[src/rtl/core/pcbp_pkg.sv]
// Shared types and constants for the prefix code bit packer.
// No dependencies; imported by the front, queue, back and top-level modules.
`default_nettype none

package pcbp_pkg;

  localparam int GROUP_BITS = 7;   // bits per emitted character
  localparam int CODE_W     = 24;  // width of the code field
  localparam int LEN_W      = 5;   // width of the code length field
  localparam int SYM_W      = 8;   // width of the symbol field
  localparam int REQ_W      = 2;
  localparam int PAD_W      = 3;

  typedef enum logic [REQ_W-1:0] {
    REQ_LOAD   = 2'd0,
    REQ_ENCODE = 2'd1,
    REQ_FLUSH  = 2'd2,
    REQ_NONE   = 2'd3
  } req_e;

  // One queued command for the back end.
  typedef struct packed {
    logic             flush;
    logic [LEN_W-1:0] len;
    logic [CODE_W-1:0] code;
  } cmd_t;

  // Queue status seen by producer and consumer.
  typedef struct packed {
    logic full;
    logic empty;
  } q_stat_t;

endpackage

`default_nettype wire

[src/rtl/core/pcbp_fifo.sv]
// Short command queue between the front and back of the bit packer.
// Depends on pcbp_pkg (cmd_t, q_stat_t).
`default_nettype none

module pcbp_fifo
  import pcbp_pkg::*;
#(
  parameter int DEPTH = 2
) (
  input  wire logic clk_i,
  input  wire logic rst_ni,
  input  wire logic push_i,
  input  wire cmd_t push_data_i,
  input  wire logic pop_i,
  output cmd_t      pop_data_o,
  output q_stat_t   stat_o
);

  localparam int PTR_W = $clog2(DEPTH);
  localparam int CNT_W = $clog2(DEPTH + 1);

  cmd_t             entry_q [DEPTH];
  logic [PTR_W-1:0] wr_ptr_q, wr_ptr_d;
  logic [PTR_W-1:0] rd_ptr_q, rd_ptr_d;
  logic [CNT_W-1:0] count_q, count_d;
  logic             do_push, do_pop;

  assign stat_o.full  = (count_q == CNT_W'(DEPTH));
  assign stat_o.empty = (count_q == '0);
  assign do_push      = push_i && !stat_o.full;
  assign do_pop       = pop_i && !stat_o.empty;
  assign pop_data_o   = entry_q[rd_ptr_q];

  always_comb begin
    wr_ptr_d = wr_ptr_q;
    rd_ptr_d = rd_ptr_q;
    count_d  = count_q;
    if (do_push) begin
      wr_ptr_d = (wr_ptr_q == PTR_W'(DEPTH - 1)) ? '0 : wr_ptr_q + 1'b1;
    end
    if (do_pop) begin
      rd_ptr_d = (rd_ptr_q == PTR_W'(DEPTH - 1)) ? '0 : rd_ptr_q + 1'b1;
    end
    if (do_push && !do_pop) begin
      count_d = count_q + 1'b1;
    end else if (do_pop && !do_push) begin
      count_d = count_q - 1'b1;
    end
  end

  always_ff @(posedge clk_i or negedge rst_ni) begin
    if (!rst_ni) begin
      wr_ptr_q <= '0;
      rd_ptr_q <= '0;
      count_q  <= '0;
    end else begin
      wr_ptr_q <= wr_ptr_d;
      rd_ptr_q <= rd_ptr_d;
      count_q  <= count_d;
    end
  end

  always_ff @(posedge clk_i) begin
    if (do_push) begin
      entry_q[wr_ptr_q] <= push_data_i;
    end
  end

endmodule

`default_nettype wire

[config.mk]
export PLATFORM = sky130hd
export DESIGN_NAME = pcbp_fifo
export DESIGN_NICKNAME = d
export VERILOG_FILES = /design/src/rtl/core/pcbp_pkg.sv /design/src/rtl/core/pcbp_fifo.sv
export SDC_FILE = /design/constraint.sdc
export NUM_CORES = 1
export LEC_CHECK = 0
export BUFFER_PORTS_ARGS = -buffer_cell sky130_fd_sc_hd__buf_2
export CORE_MARGIN = 2
export CORE_UTILIZATION = 35
export CTS_CLUSTER_SIZE = 30
export DETAILED_ROUTE_END_ITERATION = 16
export SLEW_MARGIN = 5
export SYNTH_ARGS = -nofsm -noshare
export SYNTH_HDL_FRONTEND = slang
export SYNTH_SLANG_ARGS = --single-unit
[constraint.sdc]
create_clock -name clk_i -period 4.8 [get_ports clk_i]
set_clock_uncertainty 0.05 [all_clocks]
set_input_delay 0.48 -clock clk_i [delete_from_list [all_inputs] [get_ports clk_i]]
set_output_delay 0.48 -clock clk_i [all_outputs]
set_load 0.03 [all_outputs]
==> reports/results.tsv <==
metric	value	unit
outcome	complete, no violations	
via/cell ratio	4.167	
GRT Util Overall	11.40	%
Placement Cell Area	2909	um2
Mapped Cells	112	
clock root buffer	clkbuf_8	
kind of critical path	reg2out	
GR Overflow Total	0	
per-cell routed wire length	13.94	um
Fin. Hold Viols	0	
Critical Path AT	1940	ps
post_cts resized	0	
area of the core	6832	um2
most frequent cells in the layout	65 x buf_2, 60 x edfxtp_1, 29 x mux2_4	
Initial DRC Count	40	
final slew viol count	0	
peak supply drop	0.3148	mV
final-stage net count	222	
Synth Net Count	147	
Final period util	51.47	%
largest fanout on the critical path	31	
unrepaired setup endpoints after global routing	false	
Seq cells post-synth	64	
Antenna diodes	0	
CP max stage delay	1020	ps
Die H	88.20	um
PD cells	684.5	nW/um2
Place WS	2615	ps
first-pass GRT wire length	6182	um
Layout Cell Area excl Fill	3154	um2
area of the multi-input gates	545.5	um2
Slew @ Worst Pin	1003	ps
CP required	4270	ps
final hold slack	276.9	ps
GR peak layer	met2	
final std cells w/o fill	288	
met2 global-route usage	16.81	%
Warnings, synthesis	0	
Area Growth Syn to Fin	27.13	%
Post-Place Cells	271	
leakage	1.285	nW
hold crit path type	in2reg	
r2r startpoint	count_q[0]	
Slew Limit Headroom	33.14	%
Sink Count	64	
fill cell count	616	
worst skew pair latency	340	ps
share of power burned in registers	40.9	%
Fmax	0.4048	GHz
largest net degree at the start of global routing	32	
CP Capture Type	output port	
Worst Path Buf+Inv	1	
Clk pwr share	24.8	%
critical path startpoint category	register	
Synth Area per Inst	22.15	um2
drt drc	0	
Setup violations, final	0	
P_sw	0.7280	mW
Ports	66	
Post-CTS Setup Repair Bufs	0	
Clock transition at path regs	70	ps
Vias	1200	
Seq. cell area	1903	um2
Die Area	7778	um2
Initial Util	36.32	%
Post-DP HPWL	2562	um
hold buffer count at cts	1	
share of cells above drive strength 1	58.85	%
initial antenna violation count	0	
Final Core Density	46.17	%
H-tree Lvls	3	
GRT met1 Usage	12.74	%
grt met3 use	7.352	%
start point of the critical path	rd_ptr_q	
FP Rows	30	
switching part of the total	33.71	%
TritonRoute pass-1 iters	4	
Setup WS post-layout	2330	ps
Die X-Extent	88.20	um
distinct cell type count after synthesis	14	
Num CTS Buffers	9	
input/output buffers	65	
Antenna Nets Post-Route	0	
vias in the first global route	1270	
Post-Syn Area	2481	um2
commonest non-fill, non-tap cell in the layout	buf_2	
placer congestion estimate	0.6563	
setup_tns	0	ps
total chip power	2.159	mW
drt total wl	4016	um
Slowest cell on crit path	dfrtp_2	
Combinational Power Share	34.3	%
Max-cap violations	0	
Final min period	2470	ps
CTS tree	yes	
clock buffer depth	2	
register area share after synthesis	76.65	%
CP top delay family	flip-flops	
min-delay src	push_data_i[23]	
Int Pwr	1.431	mW
crit-path cells	mux2_1 -> buf_2	
## synthesized netlist by cell type (all sizes together)
| cell type | n | share of area [%] |
|---|---|---|
| nor2 | 3 | 0.45 |
| nand2b | 1 | 0.25 |
| ha | 1 | 0.50 |
| nand2 | 1 | 0.25 |
| xor2 | 2 | 0.71 |
| o21ai | 1 | 0.20 |
| edfxtp | 60 | 73 |
| inv | 2 | 0.30 |
| mux2 | 30 | 18 |
| dfrtp | 4 | 4.0 |
| and3 | 1 | 0.25 |
| xnor2 | 3 | 1.1 |
| buf | 3 | 1.4 |
## layout make-up
type                       instances  share of cell area (%)
tap                               96                   3.808
clock buffer                      10                   4.046
sequential                        64                   60.33
inverter                           2                  0.2380
clock inverter                     6                   3.411
multi-input combinational         43                   17.29
timing repair buffer              67                   10.87
## worst paths after layout
| path | to | slack (ps) | cells past startpoint |
|---|---|---|---|
| worst min register to register | count_q[1] | 490 | 1 |
| worst min-delay path | entry_q[0][23] | 280 | 1 |
| worst max register to register | entry_q[1][14] | 2680 | 3 |
| max in group asynchronous | rd_ptr_q | 4120 | 2 |
| worst max-delay path | pop_data_o[7] | 2330 | 2 |
| min in group asynchronous | wr_ptr_q | 440 | 2 |
## power by group through the flow
stage / Sequential, mW / Combinational [mW] / Clock, mW
floorplan: 0.818 / 0.649 / 0
global placement: 0.892 / 0.751 / 0
detailed placement: 0.899 / 0.753 / 0
CTS: 0.887 / 0.755 / 0.558
global route: 0.904 / 0.792 / 0.578
finish: 0.883 / 0.741 / 0.535
## cells by family after synthesis
logic type	share of synthesized area, %
flops	76.65
mux	18.00
simple gates	1.211
xor+xnor	1.765
buf+inv	1.664
compound gates	0.2015
fa+ha+maj	0.5042
## per-layer routing
layer,routed length (um),up-vias
li1,-,581
met1,1726,551
met2,1765,60
met3,459,8
met4,64,0
met5,0,-
## flip-flops by register name, indices dropped and copies added, names as in the netlist
register,flops
wr_ptr_q,1
count_q,2
rd_ptr_q,1
entry_q,60
## worst reg2reg max path, cell delays in order, from the launching register on
cell	delay, ps
dfrtp_1	430
nand2b_1	190
and3_1	800
buf_4	350
(Power assumes the default switching activity.)
