[src/rtl/core/pcbp_pkg.sv]
// Shared types and constants for the prefix code bit packer.
// No dependencies; imported by the front, queue, back and top-level modules.
`default_nettype none

package pcbp_pkg;

  localparam int GROUP_BITS = 7;   // bits per emitted character
  localparam int CODE_W     = 24;  // width of the code field
  localparam int LEN_W      = 5;   // width of the code length field
  localparam int SYM_W      = 8;   // width of the symbol field
  localparam int REQ_W      = 2;
  localparam int PAD_W      = 3;

  typedef enum logic [REQ_W-1:0] {
    REQ_LOAD   = 2'd0,
    REQ_ENCODE = 2'd1,
    REQ_FLUSH  = 2'd2,
    REQ_NONE   = 2'd3
  } req_e;

  // One queued command for the back end.
  typedef struct packed {
    logic             flush;
    logic [LEN_W-1:0] len;
    logic [CODE_W-1:0] code;
  } cmd_t;

  // Queue status seen by producer and consumer.
  typedef struct packed {
    logic full;
    logic empty;
  } q_stat_t;

endpackage

`default_nettype wire

[src/rtl/core/pcbp_back.sv]
// Back end: merges queued codes into the bit accumulator and emits 7-bit
// groups and flush results through an output register. Depends on pcbp_pkg.
`default_nettype none

module pcbp_back
  import pcbp_pkg::*;
#(
  parameter int LEN_CAP = 24
) (
  input  wire logic              clk_i,
  input  wire logic              rst_ni,
  input  wire cmd_t              cmd_i,
  input  wire q_stat_t           q_stat_i,
  output logic                   pop_o,
  output logic                   out_valid_o,
  input  wire logic              out_stall_i,
  output logic [GROUP_BITS-1:0]  out_char_o,
  output logic                   out_char_valid_o,
  output logic [PAD_W-1:0]       out_pad_bits_o,
  output logic                   out_is_flush_o,
  output logic                   out_last_o
);

  localparam int ACC_W = GROUP_BITS - 1 + LEN_CAP;
  localparam int CNT_W = $clog2(ACC_W + 1);
  localparam logic [CNT_W-1:0] GRP = CNT_W'(GROUP_BITS);

  // Bits gathered so far sit right aligned in acc_q, earliest highest;
  // anything above cnt_q is stale and never read.
  logic [ACC_W-1:0]      acc_q, acc_d;
  logic [CNT_W-1:0]      cnt_q, cnt_d;
  logic                  out_valid_q, out_valid_d;
  logic [GROUP_BITS-1:0] char_q, char_d;
  logic                  cvalid_q, cvalid_d;
  logic [PAD_W-1:0]      pad_q, pad_d;
  logic                  flush_q, flush_d;
  logic                  last_q, last_d;
  logic                  out_free, have_group;
  logic [CNT_W-1:0]      rest, pad_cnt;
  logic [CODE_W-1:0]     code_mask;

  assign out_free   = !out_valid_q || !out_stall_i;
  assign have_group = (cnt_q >= GRP);
  assign rest       = cnt_q - GRP;
  assign pad_cnt    = GRP - cnt_q;
  assign code_mask  = ~({CODE_W{1'b1}} << cmd_i.len);
  assign pop_o      = !q_stat_i.empty && !have_group && (!cmd_i.flush || out_free);

  always_comb begin
    acc_d       = acc_q;
    cnt_d       = cnt_q;
    out_valid_d = out_valid_q && out_stall_i;
    char_d      = char_q;
    cvalid_d    = cvalid_q;
    pad_d       = pad_q;
    flush_d     = flush_q;
    last_d      = last_q;
    if (have_group) begin
      if (out_free) begin
        out_valid_d = 1'b1;
        char_d      = GROUP_BITS'(acc_q >> rest);
        cvalid_d    = 1'b1;
        pad_d       = '0;
        flush_d     = 1'b0;
        last_d      = (rest < GRP);
        cnt_d       = rest;
      end
    end else if (pop_o) begin
      if (cmd_i.flush) begin
        out_valid_d = 1'b1;
        char_d      = GROUP_BITS'(acc_q << pad_cnt);
        cvalid_d    = (cnt_q != '0);
        pad_d       = (cnt_q != '0) ? PAD_W'(pad_cnt) : '0;
        flush_d     = 1'b1;
        last_d      = 1'b1;
        cnt_d       = '0;
      end else begin
        acc_d = (acc_q << cmd_i.len) | ACC_W'(cmd_i.code & code_mask);
        cnt_d = cnt_q + CNT_W'(cmd_i.len);
      end
    end
  end

  always_ff @(posedge clk_i or negedge rst_ni) begin
    if (!rst_ni) begin
      cnt_q       <= '0;
      out_valid_q <= 1'b0;
    end else begin
      cnt_q       <= cnt_d;
      out_valid_q <= out_valid_d;
    end
  end

  always_ff @(posedge clk_i) begin
    acc_q    <= acc_d;
    char_q   <= char_d;
    cvalid_q <= cvalid_d;
    pad_q    <= pad_d;
    flush_q  <= flush_d;
    last_q   <= last_d;
  end

  assign out_valid_o      = out_valid_q;
  assign out_char_o       = char_q;
  assign out_char_valid_o = cvalid_q;
  assign out_pad_bits_o   = pad_q;
  assign out_is_flush_o   = flush_q;
  assign out_last_o       = last_q;

endmodule

`default_nettype wire

[config.mk]
export PLATFORM = sky130hd
export DESIGN_NAME = pcbp_back
export DESIGN_NICKNAME = d
export VERILOG_FILES = /design/src/rtl/core/pcbp_pkg.sv /design/src/rtl/core/pcbp_back.sv
export SDC_FILE = /design/constraint.sdc
export NUM_CORES = 1
export LEC_CHECK = 0
export BUFFER_PORTS_ARGS = -buffer_cell sky130_fd_sc_hd__buf_2
export CORE_MARGIN = 2
export CORE_UTILIZATION = 63
export CTS_BUF_LIST = sky130_fd_sc_hd__clkbuf_8
export DETAILED_ROUTE_END_ITERATION = 10
export PLACE_DENSITY = 0.84
export RECOVER_POWER = 50
export SLEW_MARGIN = 40
export SYNTH_ARGS = -nofsm -noshare
export SYNTH_HDL_FRONTEND = slang
export SYNTH_SLANG_ARGS = --single-unit
[constraint.sdc]
create_clock -name clk_i -period 4.2 [get_ports clk_i]
set_input_delay 1.26 -clock clk_i [delete_from_list [all_inputs] [get_ports clk_i]]
set_output_delay 1.26 -clock clk_i [all_outputs]
set_load 0.05 [all_outputs]
==> summary.log, run 1 <==
[placement] Port Buffer Count 48
[timing] Final Skew 5.58 ps
[timing] setup repair after global routing missed its margin no
[final_layout] net count of the finished layout 593
[floorplanning] Top-Level Pins 50
[yosys] gate count after technology mapping 528
[yosys] top cell type by total area after synthesis edfxtp_1
[clock_tree] clock transition time at the flip-flop clock pins of the worst setup and hold paths 90 ps
[pwr] Internal Pwr Total 2.06 mW
[worst_setup_path] Worst Reg-to-Reg Cells 9
[pwr] total power density per cell area 730 nW/µm²
[worst_hold_path] cell depth of the worst min-delay path 2
[timing] final worst path period share 86.4%
[pwr] leakage dissipation 2.13 nW
[yosys] ranking of synthesized cells by area edfxtp_1 (24%), mux4_2 (14%), mux2_2 (8.8%), mux2i_1 (8.7%), o21ai_0 (4.7%)
[clock_tree] CTS Root Cell clkbuf_8
[global_routing] number of antenna violations at the first check in global routing 0
[final_layout] top library cells by usage in the layout, fill and taps aside o21ai_0 (50), mux2i_1 (47), nand2_1 (43), edfxtp_1 (43), mux2_2 (42)
[worst_setup_path] Crit Path Class reg -> reg
[pwr] worst-case vdd ir drop 0.352 mV
[routing] number of DRC violations after detailed-routing iteration 0 460
[routing] vias 4766
[global_routing] overall routing resource usage 33.2%
[routing] final antenna-violating net count 0
[routing] WL per Instance 22.3 µm
[pwr] switching power summed over all nets 2.07 mW
[clock_tree] TritonCTS Sinks 49
[pwr] register share of total power 20.9%
[routing] Routed WL 14.6 mm
[worst_setup_path] largest fanout on the critical path 15
[yosys] number of enable-type register cells in the synthesized netlist 43
[timing] relative max-transition margin 32.5%
[worst_setup_path] number of buffer and inverter instances along the worst setup path 3
[pwr] part of the power in combinational logic 72.4%
[worst_setup_path] chain of cells forming the critical path clkbuf_1, ha_1, nand4bb_1, nand3_1, clkbuf_1, inv_1, nor2_1, o21ai_0, o2111ai_1
[timing] hold slack 636 ps
[floorplanning] Die Outline Area 9290 µm²
[routing] DRC errors left 0
[yosys] Mapped Avg Cell Area 10.2 µm²
[final_layout] commonest non-fill, non-tap cell in the layout o21ai_0
[clock_tree] Clock Path Buffers 2
[floorplanning] Core Rows 33
[clock_tree] post-cts hold buffer count 0
[timing] transition time at the pin with the least slew margin 1010 ps
[yosys] Synth Net Count 571
[global_routing] GRT overflow 0
[routing] per-cell via count in the routed design 7.28
[worst_setup_path] critical path capture point type flop
[worst_setup_path] logic depth of the worst path, buffers included 9
[yosys] top_reg_cell synth edfxtp_1
[worst_setup_path] kind of start point of the critical path flop
[timing] Fin. Hold Viols 0
[timing] count of final setup violators 0
[yosys] Async SR Flop Fraction 12.2%
[placement] gp weighted congestion 0.985
[worst_hold_path] Hold Crit Class reg -> reg
[worst_setup_path] crit-path max cell delay 600 ps
[timing] timing-limited maximum frequency 275 MHz
[worst_setup_path] critical path's top delay family buffers and inverters
[routing] 1st-pass router iterations 6
[timing] setup total negative slack 0 ps
[placement] half-perimeter wire length after detailed placement 10.4 mm
[timing] max-slew violation count 0
[yosys] Yosys warning total 0
[floorplanning] starting utilization of the core area 65.2%
[pwr] Overall Power 4.13 mW
[clock_tree] number of clock buffers inserted by TritonCTS 5
[yosys] sequential cell area fraction in the yosys report 26.8%
[clock_tree] H-tree level count 2
[global_routing] pin count of the biggest net entering global routing 43
[yosys] count of cell types in the netlist 67
[pwr] Switching Share 50.1%
[pwr] share of power burned in the clock network 6.7%
[clock_tree] insertion delay to the later sink of the worst-skew pair 310 ps
[final_layout] share of final-layout standard cells stronger than drive strength 1 25.1%
[final_layout] ANT cells 0
[clock_tree] post-cts gate resize count 0
[floorplanning] Core Footprint 8260 µm²
[timing] clock period minus final worst setup slack 3630 ps
[floorplanning] floorplan die width 96.4 µm
[worst_setup_path] Critical-path top delay cell nor2_1
[yosys] area share of the largest cell type after synthesis 24.0%
[job] Max Cap Viol 0
[yosys] number of register bits inferred by synthesis 49
[clock_tree] CTS tree yes
[global_routing] global-route wire length before repair 23.7 mm
[worst_setup_path] most frequent CP cell clkbuf_1
[worst_setup_path] arrival time at the worst endpoint 3750 ps
[global_routing] vias in the first global route 4631
[clock_tree] Setup Buffers After CTS 0
[worst_setup_path] Crit path required time 4320 ps
[status] result of the run finished, final reports clean
[floorplanning] Die Height 96.4 µm
[yosys] post-synthesis cell area 5380 µm²
[final_layout] P&R area growth vs syn 5.09%
-- power by group through the flow --
| stage | clock network (mW) | logic [mW] | registers (mW) |
|---|---|---|---|
| final | 0.277 | 2.99 | 0.861 |
| after global routing | 0.291 | 3.20 | 0.881 |
| after CTS | 0.272 | 2.96 | 0.855 |
| after detailed placement | 0 | 2.94 | 0.864 |
| after global placement | 0 | 2.83 | 0.855 |
| after floorplan | 0 | 2.17 | 1.05 |
-- worst register-to-register path: cells and delay by family (launching register included) --
kind / cells / cell delay (ps)
adder cells (fa/ha/maj): 1 / 510
flip-flops: 1 / 360
AND/OR/NAND/NOR: 3 / 920
buffers and inverters: 3 / 1250
AO/OA/AOI/OAI: 2 / 400
-- cells by family (layout without fill, tap and decap cells) --
| logic type | count (synthesis) | count (layout) | synth area share (%) |
|---|---|---|---|
| and+or+nand+nor | 137 | 137 | 12.3 |
| AOI/OAI and AO/OA | 135 | 135 | 16.3 |
| muxes | 129 | 129 | 34.8 |
| buffers and inverters | 61 | 83 | 5.79 |
| DFF | 49 | 49 | 26.8 |
| xor gates and xnor gates | 9 | 9 | 1.95 |
| adders and majority gates | 8 | 8 | 2.00 |
-- worst paths after layout --
path | from | to | slack (ps)
max | cnt_q[1] | out_char_o[2] | 570
min | out_valid_o | out_valid_o | 640
max reg2reg | cnt_q[1] | out_char_o[2] | 570
min reg2reg | out_valid_o | out_valid_o | 640
max in group asynchronous | rst_ni | cnt_q[1] | 3140
min in group asynchronous | rst_ni | cnt_q[0] | 810
-- synth_stat cells (all sizes together), types with 7 or more instances --
cell type	n
o21ai	51
edfxtp	43
a211oi	9
ha	7
clkbuf	18
buf	31
nor2	36
mux2i	47
nand2	43
a21oi	24
xnor2	8
inv	11
nor3	14
mux2	42
mux4	40
nand3	10
-- registers in the layout (all words and copies together), names as in the netlist --
register / count
out_pad_bits_o: 3
out_char_o: 7
out_valid_o: 1
out_last_o: 1
out_char_valid_o: 1
cnt_q: 5
acc_q: 30
out_is_flush_o: 1
-- area by class of cell --
class / count / area [µm²]
Fill cell: 668 / 2600
Clock inverter: 2 / 7.51
Inverter: 12 / 45.0
Sequential cell: 49 / 1440
Clock buffer: 5 / 68.8
Timing Repair Buffer: 64 / 332
Tap cell: 105 / 131
Multi-Input combinational cell: 418 / 3630
-- through the flow --
stage	instance area (µm²)	worst slack [ps]	cells	util (%)
2_1_floorplan	5380	178	528	-
3_3_place_gp	5610	580	648	67.9
3_5_place_dp	5620	491	648	68.0
4_1_cts	5690	794	655	69.0
5_1_grt	5650	400	655	68.5
6_report	5650	570	655	68.5
-- layer usage --
metal  routed length (µm)  up-vias  GRT usage (%)
met5                    0        -              0
met4                  672        0           15.3
met3                 1180       61           4.11
met2                 7080      328           55.8
met1                 5700     2273           43.0
li1                     -     2104              -
Note: power is estimated with default switching activity, not from simulation.
==> inputs of run 2 (changes only) <==
REMOVE_ABC_BUFFERS = 1   (was default)
==> run 2 against run 1 <==
  * The flow now finishes with violations (capacitance limit, slew limit)
  * Global-route usage up 0.45 points
  * Non-clock buffer count up 4
  * Combinational power up 1%
  * Sequential cell count stayed put
  * Register-to-register slack improved by 140 ps
  * Via count increased by 1.2%
  * Clock-buffer cell count unchanged
  * Worst setup slack got worse by 69 ps
  * Final cell count increased by 0.76%
  * Critical endpoint is now pop_o
==> summary.log, run 2 (same netlist as run 1, synthesis figures left out) <==
[placement] worst setup slack after placement 510 ps [+18.1 ps]
[global_routing] vias in the first global route 4612 [-0.41%]
[global_routing] GRT overflow 0 [unchanged]
[worst_setup_path] Crit path required time 2940 ps [-1380 ps]
[timing] transition time at the pin with the least slew margin 1620 ps [+606 ps]
[routing] vias 4821 [+1.2%]
[routing] Routed WL 14.7 mm [+0.63%]
[worst_setup_path] Critical-path top delay cell clkbuf_1
[placement] Port Buffer Count 48 [unchanged]
[clock_tree] CTS tree yes
[pwr] leakage dissipation 2.16 nW [+1.3%]
[routing] per-cell via count in the routed design 7.30 [+0.39%]
[timing] count of final setup violators 0 [unchanged]
[final_layout] commonest non-fill, non-tap cell in the layout o21ai_0
[final_layout] number of flip-flops in the largest register 30 [unchanged]
[global_routing] overall routing resource usage 33.7% [+0.45 points]
[timing] relative max-transition margin -7.87% [-40 points]
[routing] number of DRC violations after detailed-routing iteration 0 415 [-9.8%]
[clock_tree] TritonCTS Sinks 49 [unchanged]
[timing] post-route worst setup slack 501 ps [-68.9 ps]
[clock_tree] Clock Path Buffers 2 [unchanged]
[floorplanning] Core Rows 33 [unchanged]
[final_layout] ANT cells 0 [unchanged]
[worst_setup_path] kind of start point of the critical path flop
[timing] Final Skew 8.11 ps [+2.54 ps]
[status] result of the run complete, but fails checks
[clock_tree] post-cts gate resize count 0 [unchanged]
[floorplanning] starting utilization of the core area 65.2% [unchanged]
[floorplanning] Top-Level Pins 50 [unchanged]
[final_layout] post-route cell area 5730 µm² [+1.3%]
[final_layout] register with the most flip-flops acc_q
[final_layout] number of cells in the finished layout apart from fillers 660 [+0.76%]
[final_layout] P&R area growth vs syn 6.42%
[timing] final worst path period share 88.1% [+1.6 points]
[final_layout] top library cells by usage in the layout, fill and taps aside o21ai_0 (50), mux2i_1 (47), nand2_1 (43), edfxtp_1 (43), mux2_2 (42)
[clock_tree] CTS Root Cell clkbuf_8
[pwr] Overall Power 4.25 mW [+3.0%]
[routing] 1st-pass router iterations 8 [+2]
[clock_tree] H-tree level count 2 [unchanged]
[worst_setup_path] critical path's top delay family buffers and inverters
[worst_setup_path] largest fanout on the critical path 15 [unchanged]
[final_layout] share of final-layout standard cells stronger than drive strength 1 25.9% [+0.86 points]
[routing] DRC errors left 0 [unchanged]
[placement] half-perimeter wire length after detailed placement 10.5 mm [+1.2%]
[final_layout] net count of the finished layout 597 [+0.67%]
[job] Max Cap Viol 1 [+1]
[global_routing] number of antenna violations at the first check in global routing 0 [unchanged]
[placement] gp weighted congestion 0.914 [-7.2%]
[floorplanning] Core Footprint 8260 µm² [unchanged]
[pwr] worst-case vdd ir drop 0.326 mV [-7.5%]
[clock_tree] insertion delay to the later sink of the worst-skew pair 320 ps [about the same]
[worst_hold_path] Hold Crit Class reg -> reg
[floorplanning] floorplan die width 96.4 µm [unchanged]
[worst_setup_path] number of buffer and inverter instances along the worst setup path 2 [-1]
[timing] clock period minus final worst setup slack 3700 ps [+68.9 ps]
[placement] Placed Instance Area 5650 µm² [+0.53%]
[worst_setup_path] critical path capture point type output port
[clock_tree] Setup Buffers After CTS 0 [unchanged]
[pwr] total power density per cell area 742 nW/µm² [+1.7%]
[global_routing] global-route wire length before repair 23.9 mm [+0.90%]
[timing] timing-limited maximum frequency 270 MHz [-1.9%]
[timing] setup total negative slack 0 ps [unchanged]
[clock_tree] clock transition time at the flip-flop clock pins of the worst setup and hold paths 100 ps [about the same]
[final_layout] share of the core filled with cells 69.3% [+0.86 points]
[floorplanning] Die Outline Area 9290 µm² [unchanged]
[clock_tree] post-cts hold buffer count 0 [unchanged]
[routing] final antenna-violating net count 0 [unchanged]
[status] violations in the final reports capacitance limit, slew limit
[worst_setup_path] crit-path max cell delay 570 ps [-30 ps]
[timing] hold slack 671 ps [+35.4 ps]
[worst_setup_path] arrival time at the worst endpoint 2440 ps [-1310 ps]
[timing] Fin. Hold Viols 0 [unchanged]
[clock_tree] number of clock buffers inserted by TritonCTS 5 [unchanged]
[worst_setup_path] Crit Path Class reg -> out
[placement] placed instance count 652 [+0.62%]
[routing] WL per Instance 22.3 µm [-0.13%]
[timing] setup repair after global routing missed its margin no
[global_routing] pin count of the biggest net entering global routing 43 [unchanged]
[floorplanning] Die Height 96.4 µm [unchanged]
[timing] max-slew violation count 29 [+29]
[worst_setup_path] chain of cells forming the critical path clkbuf_1, ha_1, nand4bb_1, nand3_1, a311oi_1, buf_2
==> run 2: cell types whose count changed in the layout (fill, tap and decap cells not counted), sizes merged <==
cell | previous run | this run
buf | 45 | 50
bufinv | 0 | 1
clkbuf | 24 | 23
clkinvlp | 0 | 1
inv | 12 | 11
==> run 2: worst paths after layout <==
kind / start / to / slack [ps] / depth (start not counted)
setup / recovery: cnt_q[1] / pop_o / 500 / 6
hold / removal: out_valid_o / out_valid_o / 670 / 2
setup reg to reg: cnt_q[1] / acc_q[24] / 710 / 7
hold reg to reg: out_valid_o / out_valid_o / 670 / 2
max in group asynchronous: rst_ni / cnt_q[1] / 3130 / 1
min in group asynchronous: rst_ni / out_valid_o / 810 / 1
==> run 2: where the power goes <==
group | switching, mW | total [mW] | internal (mW)
combinational | 1.79 | 3.03 | 1.24
sequential | 0.125 | 0.862 | 0.737
clock | 0.181 | 0.357 | 0.176
==> run 2: layer usage <==
metal  part of all wire (%)  GRT usage, %  vias to the layer above  routed length [µm]
met5                      0             0                        -                   0
met4                    3.7          14.9                        0                 550
met3                    8.8          4.97                       53                1290
met2                     49          55.3                      344                7220
met1                     38          44.6                     2313                5670
li1                       -             -                     2111                   -
==> run 2: area by class of cell <==
cell class	instances	area [µm²]
Sequential cell	49	1440
Timing Repair Buffer	68	363
Clock buffer	5	68.8
Tap cell	105	131
Multi-Input combinational cell	418	3630
Inverter	12	45.0
Fill cell	654	2530
Clock inverter	3	41.3
==> run 2: tightest hold or removal path, stage by stage, from the launching register on <==
cell,delay (ps)
dfrtp_1,380
nand2_1,150
nand3_1,120
